`config.mk`:
```
export PLATFORM = sky130hd
export DESIGN_NAME = tpsm_div
export DESIGN_NICKNAME = d
export VERILOG_FILES = /design/src/rtl/core/tpsm_pkg.sv /design/src/rtl/core/tpsm_div.sv
export SDC_FILE = /design/constraint.sdc
export NUM_CORES = 2
export LEC_CHECK = 0
export BUFFER_PORTS_ARGS = -buffer_cell sky130_fd_sc_hd__buf_2
export CAP_MARGIN = 20
export CORE_MARGIN = 8
export CORE_UTILIZATION = 45
export CTS_CLUSTER_DIAMETER = 200
export DETAILED_ROUTE_END_ITERATION = 8
export PLACE_DENSITY = 0.63
export SETUP_SLACK_MARGIN = 0.3
export SYNTH_ARGS = -nofsm -noshare
export SYNTH_HDL_FRONTEND = slang
export SYNTH_SLANG_ARGS = --single-unit
export TNS_END_PERCENT = 20
```
`constraint.sdc`:
```
create_clock -name clock -period 9.61 [get_ports clock]
set_input_delay 2.4025 -clock clock [delete_from_list [all_inputs] [get_ports clock]]
set_output_delay 2.4025 -clock clock [all_outputs]
set_load 0.01 [all_outputs]
```
`src/rtl/core/tpsm_pkg.sv`:
```
package tpsm_pkg;

   localparam int CoordWidth = 16;
   localparam int EntryWidth = 32;
   localparam int FracShift  = 16;
   localparam int NumEntries = 6;

   localparam int EdgeWidth = CoordWidth + 1;
   localparam int ProdWidth = 2 * EdgeWidth;
   localparam int DotWidth  = ProdWidth + 1;
   localparam int MagWidth  = DotWidth;
   localparam int NumWidth  = MagWidth + FracShift + 1;
   localparam int DenWidth  = MagWidth + 1;
   localparam int NumHiWidth = NumWidth - EntryWidth;

   localparam int BitsPerStage = 2;
   localparam int DivStages    = EntryWidth / BitsPerStage;
   localparam int DivLatency   = DivStages + 1;
   localparam int Latency      = DivLatency + 6;

   localparam int PairA [NumEntries] = '{0, 0, 0, 1, 1, 2};
   localparam int PairB [NumEntries] = '{0, 1, 2, 1, 2, 2};

   typedef struct packed {
      logic                  valid;
      logic                  degen;
      logic [NumEntries-1:0] neg;
   } flag_type;

   typedef struct packed {
      logic [DenWidth-1:0] rem;
      logic                bit_q;
   } step_type;

   function automatic step_type div_step(input logic [DenWidth-1:0] rem,
                                         input logic nb,
                                         input logic [DenWidth-1:0] den);
      logic [DenWidth:0] part;
      step_type          r;
      part = {rem, nb};
      if (part >= {1'b0, den}) begin
         r.rem   = DenWidth'(part - {1'b0, den});
         r.bit_q = 1'b1;
      end else begin
         r.rem   = part[DenWidth-1:0];
         r.bit_q = 1'b0;
      end
      return r;
   endfunction

endpackage

```
`src/rtl/core/tpsm_div.sv`:
```
module tpsm_div (
   input  logic                               clock,
   input  logic [tpsm_pkg::NumWidth-1:0]      div_num,
   input  logic [tpsm_pkg::DenWidth-1:0]      div_den,
   output logic [tpsm_pkg::EntryWidth-1:0]    div_quot,
   output logic                               div_ovf
);
   import tpsm_pkg::*;

   logic [DenWidth-1:0]   den_ff  [0:DivStages-1];
   logic [DenWidth-1:0]   rem_ff  [0:DivStages-1];
   logic [EntryWidth-1:0] low_ff  [0:DivStages-1];
   logic [EntryWidth-1:0] quot_ff [0:DivStages];
   logic                  ovf_ff  [0:DivStages];
   logic [NumHiWidth-1:0] num_hi;

   assign num_hi = div_num[NumWidth-1:EntryWidth];

   always_ff @(posedge clock) begin
      den_ff[0]  <= div_den;
      rem_ff[0]  <= DenWidth'(num_hi);
      low_ff[0]  <= div_num[EntryWidth-1:0];
      quot_ff[0] <= '0;
      ovf_ff[0]  <= DenWidth'(num_hi) >= div_den;
   end

   for (genvar s = 0; s < DivStages; s++) begin : g_stage
      step_type sa;
      step_type sb;
      assign sa = div_step(rem_ff[s], low_ff[s][EntryWidth-1], den_ff[s]);
      assign sb = div_step(sa.rem, low_ff[s][EntryWidth-2], den_ff[s]);
      always_ff @(posedge clock) begin
         quot_ff[s+1] <= {quot_ff[s][EntryWidth-3:0], sa.bit_q, sb.bit_q};
         ovf_ff[s+1]  <= ovf_ff[s];
      end
      if (s < DivStages - 1) begin : g_fwd
         always_ff @(posedge clock) begin
            den_ff[s+1] <= den_ff[s];
            rem_ff[s+1] <= sb.rem;
            low_ff[s+1] <= low_ff[s] << BitsPerStage;
         end
      end
   end

   assign div_quot = quot_ff[DivStages];
   assign div_ovf  = ovf_ff[DivStages];

endmodule

```
## Word-level counts from Yosys, hierarchy flattened

Memory sizes are Yosys's and may differ from the RTL's.
Cells that the tools add are included.

- Output and inout bits: 33
- Memories kept: 5
- Bits of input ports: 89
- ROM bits: 0
- Register bits: 0
- Word-level logic and storage cells: 101
- Bits in latches: 0
- Memory bits (writable): 2225

Memories:

| name | depth | width | rd ports | clocked after Yosys merged registers in | wr ports | line | RTL |
|---|---|---|---|---|---|---|---|
| den_ff | 16 | 36 | 16 | 0 | 16 | tpsm_div.sv:10 | `logic [DenWidth-1:0] den_ff [0:DivStages-1];` |
| rem_ff | 16 | 36 | 16 | 0 | 16 | tpsm_div.sv:11 | `logic [DenWidth-1:0] rem_ff [0:DivStages-1];` |
| quot_ff | 17 | 32 | 17 | 0 | 17 | tpsm_div.sv:13 | `logic [EntryWidth-1:0] quot_ff [0:DivStages];` |
| low_ff | 16 | 32 | 16 | 0 | 16 | tpsm_div.sv:12 | `logic [EntryWidth-1:0] low_ff [0:DivStages-1];` |
| ovf_ff | 17 | 1 | 17 | 0 | 17 | tpsm_div.sv:14 | `logic ovf_ff [0:DivStages];` |

- Multipliers: 0
- Bitwise operators: 0
- Add/sub/neg operators: 31
- Reduce and logical (&&, ||, !) cells: 0
- Shifts and indexed selects: 0
- Muxes and demuxes: 32
- Divide/modulo/power cells: 0
- Equal/unequal tests: 0
- $lt $le $gt $ge: 33

Operators by type and width:

| operator | number |
|---|---|
| 37-bit by 36-bit greater-or-equal comparator with 1-bit output | 32 |
| 37-bit two-way mux | 31 |
| 36-bit subtractor | 31 |
| 20-bit by 36-bit greater-or-equal comparator with 1-bit output | 1 |
| 1-bit two-way mux | 1 |

## Logic depth before layout (Yosys ltp)

An unclocked memory read counts as a cell.

- Depth after elaboration: 5
- Mapped depth: 31
- Gate-level depth less buffers: 29

## Least setup slack after synthesis

No wires, ideal clock.

- Path type: register to register
- From: memory den_ff[0][130] (netlist name)
- To: memory rem_ff[0][147] (netlist name)
- Setup time: 0.121 ns
- Period minus slack after synthesis: 6.723 ns
- Path buffers: 4
- Required time: 9.489 ns
- Setup slack: 2.887 ns
- Arrival: 6.603 ns
- Cell stages (with the launch flop): 31
- Path through: dfxtp_1 -> inv_1 -> ha_1 -> a21o_1 -> a21oi_1 -> o21ai_0 -> or3_1 -> a22o_1 -> a21oi_1 -> a21oi_1 -> and2_1 -> a31oi_1 -> clkbuf_1 -> buf_2 -> mux2_2 -> ha_1 -> a21oi_1 -> nor2_1 -> a211oi_1 -> nand2_1 -> a21oi_1 -> a31oi_1 -> a2111oi_2 -> o21ai_0 -> o22a_1 -> nor3b_2 -> or2_1 -> buf_4 -> inv_1 -> buf_2 -> mux2_2

RTL lines:

| what | line |
|---|---|
| start: declaration | tpsm_div.sv:10 |
| end: declaration | tpsm_div.sv:11 |

==> run summary <==
VDD IR-drop max = 0.2935 mV
H-tree Lvls = 4
Initial Util = 0.4514
Pwr dens = 444.4 nW/um2
Final setup vio count = 0
Netlist cell types = 100
ANT nets after route = 0
Sw frac = 0.4421
CP Launch Type = flip-flop
Slew at the pin closest to its max-slew limit = 1.068 ns
Gate Count Post-Synth = 11630
I/O Pins = 122
Remaining DRCs = 0
Mean Syn Cell Area = 8.897 um2
Main synth FF type = dfxtp_1
Largest net degree at the start of global routing = 64
Asr flop ratio synth = 0
Net count after synthesis = 12907
CP Capture Type = flip-flop
Detailed Place HPWL = 249800 um
Multi-input gate area = 65030 um2
Critical Path RT = 10.32 ns
Die ar. = 245500 um2
Synth area leaders = dfxtp_1, ha_1, mux2_2, a21oi_1, xnor2_1
Number of placement rows = 176
Fmax = 0.1152 GHz
Max cap viols = 0
Crit path time final = 8.678 ns
Critical path class = flip-flop to flip-flop
Final Hold Viols = 0
Sw power = 22.40 mW
Slew Limit Fails = 0
GRT Overall Usage = 0.2371
Initial antenna violation count = 13
Power Internal = 28.27 mW
Number of buffers created by CTS = 185
Yosys reg bits = 1697
Post-Syn Area = 103500 um2
Drt total wl = 304500 um
# port buffers = 121
Relative slew slack = 0.2879
Clk buf depth = 3
Class of the worst hold path = flip-flop to flip-flop
Die H = 495.5 um
Layout area overhead = 10.21%
Grt ovf = 0
Clock net sink count = 1697
Warnings from Yosys = 0
Clock power frac = 0.152
Top-area cell type share of the netlist area = 0.3283
DR iter-0 viols = 5468
Clk root buf = clkbuf_16
Worst-path clk slew = 0.06 ns
Global-route wire length before repair = 465200 um
Vias/cell = 5.664
Post-CTS Setup Inserts = 0
Part of the Yosys area used for sequential elements = 0.3283
Routability cong. = 0.9575
Layout cell share with drive strength beyond 1 = 0.1052
RSZ-0062 raised after global routing = false
# resized after CTS = 0
Post-layout util = 0.4975
Nets = 13007
Register Area = 33970 um2
Flop pwr share = 0.195
Core area = 229200 um2
Synth area leader = dfxtp_1
Die span in x = 495.5 um
Routed length per placed instance = 20.40 um
Gate power share = 0.652
Final setup TNS = 0 ns
Crit path DAT = 9.39 ns
Pleak = 52.14 nW
CTS tree = done
Clock skew = 0.05989 ns
First drt pass iteration count = 6
CP max FO = 38
Vias in the first global route = 83731
Clk Latency, worst-skew pair = 0.85 ns
Hold Buf Count CTS = 0
Worst hold slack = 0.2811 ns
Fillcell total = 21441
Post-synth EDFFs = 0
Vias = 84508
Final period util = 0.9030
Status = completed
==> cell type report <==
type	instances	area share
multi-input cells	8760	0.5702
flip-flops and latches	1697	0.2979
clock buffers	230	0.04497
well taps	3026	0.03320
inverters	924	0.03041
clock inverters	115	0.01485
repair buffers	162	0.008273
diodes	7	0.0001536
==> power groups by stage <==
stage	clock, mW	combinational, mW	sequential (mW)
floorplan	0	25.8	9.30
global placement	0	32.1	10.1
detailed placement	0	32.5	10.1
CTS	7.94	32.8	9.91
global route	8.23	36.3	9.98
finish	7.72	33.1	9.89
==> metal layers <==
metal | vias to the layer above | global-route usage | part of all wire
li1 | 41820 | - | -
met1 | 39833 | 0.2745 | 0.41
met2 | 2142 | 0.4267 | 0.49
met3 | 709 | 0.02862 | 0.042
met4 | 4 | 0.1255 | 0.058
met5 | - | 0 | 0.000089
==> cells in the mapped netlist (23+ instances only) <==
cell type	count
a21oi_1	1166
or3_1	43
fa_1	31
nor3_1	134
inv_1	919
ha_1	1157
nor4_1	58
nand2_1	629
dfxtp_1	1697
nor2_1	739
xor2_1	286
mux2i_1	49
mux2_1	27
a2111oi_0	34
a21o_1	548
o31ai_1	66
o211ai_1	51
xnor2_1	645
and2_1	54
a21boi_0	45
a211oi_1	97
o21ai_0	696
nand4_1	158
a221o_1	23
o21a_1	130
and4_1	24
o21bai_1	152
buf_4	39
nand2b_1	135
or2_2	30
buf_2	37
nand3_1	201
clkbuf_1	156
a31o_2	30
a211o_1	40
a31oi_1	73
mux2_2	640
nor2b_1	135
a221oi_1	25
and3_1	99
==> state kept, by name (all words and copies together), names as in the netlist <==
register / count
quot_ff: 272
rem_ff: 560
ovf_ff: 17
low_ff: 272
den_ff: 576
==> cell usage in the layout, fill, tap and decap left out, drive strengths merged, types with 31 or more instances in the layout <==
master   netlist  final
nor2b        135    135
mux2i         49     49
nand2b       135    135
nor2         740    740
inv          922    944
or3           43     43
nor3         135    135
a31oi         73     73
clkbuf       156    231
and2          54     54
nand2        629    629
nand4        158    158
o211ai        51     51
o21ai        707    707
mux2         667    667
xor2         286    286
o31ai         67     67
and3          99     99
nor4          59     59
a21oi       1167   1167
xnor2        645    645
a211oi        99     99
or2           31     31
a21o         548    548
a211o         40     40
buf           93    161
o21bai       152    152
o21a         130    130
fa            31     31
a21boi        47     47
ha          1157   1157
dfxtp       1697   1697
nand3        201    201
clkinv         2     54
a2111oi       39     39
==> worst max-delay path: stages (launching register included) <==
cell      delay [ns]
dfxtp_1         0.60
inv_1           0.25
ha_1            0.35
nor2b_1         0.17
o31a_1          0.19
o22ai_1         0.15
a211oi_1        0.45
a211oi_1        0.23
o21ai_0         0.37
a41oi_1         0.37
o21ai_4         0.69
buf_4           0.46
mux2_2          0.41
ha_1            0.43
nand4_1         0.17
nor3_1          0.44
nand4_1         0.18
or4_1           0.55
and3_1          0.24
a31o_2          0.26
or3b_1          0.18
and2_2          0.46
buf_4           0.45
mux2_2          0.43
==> final timing paths <==
check,end,depth (start not counted),slack (ns),from
max,rem_ff[0][185]$_DFF_P_,23,0.93,den_ff[0][145]$_DFF_P_
min,quot_ff[0][524]$_DFF_P_,0,0.28,quot_ff[0][490]$_DFF_P_
max reg2reg,rem_ff[0][185]$_DFF_P_,23,0.93,den_ff[0][145]$_DFF_P_
min reg2reg,quot_ff[0][524]$_DFF_P_,0,0.28,quot_ff[0][490]$_DFF_P_
==> cell families after synthesis <==
family                     count (synthesis)  share of synthesized area
DFF                                     1697                     0.3283
buffers and inverters                   1173                    0.04485
muxes                                    716                    0.07733
and+or+nand+nor                         2511                     0.1168
AOI/OAI and AO/OA                       3414                     0.2080
adders and majority gates               1188                     0.1459
xor gates and xnor gates                 931                    0.07880
==> per-stage QoR <==
step	total power [mW]	setup WS [ns]	cells	instance area (um2)
6_report	50.68	0.9324	14921	114000
5_1_grt	54.46	0.5220	14919	114000
4_1_cts	50.69	0.7580	14913	114000
3_5_place_dp	42.56	0.8138	14568	107200
3_3_place_gp	42.19	0.9628	14567	107200
2_1_floorplan	35.05	2.887	11630	103500
Power figures use the tool's default switching activity.
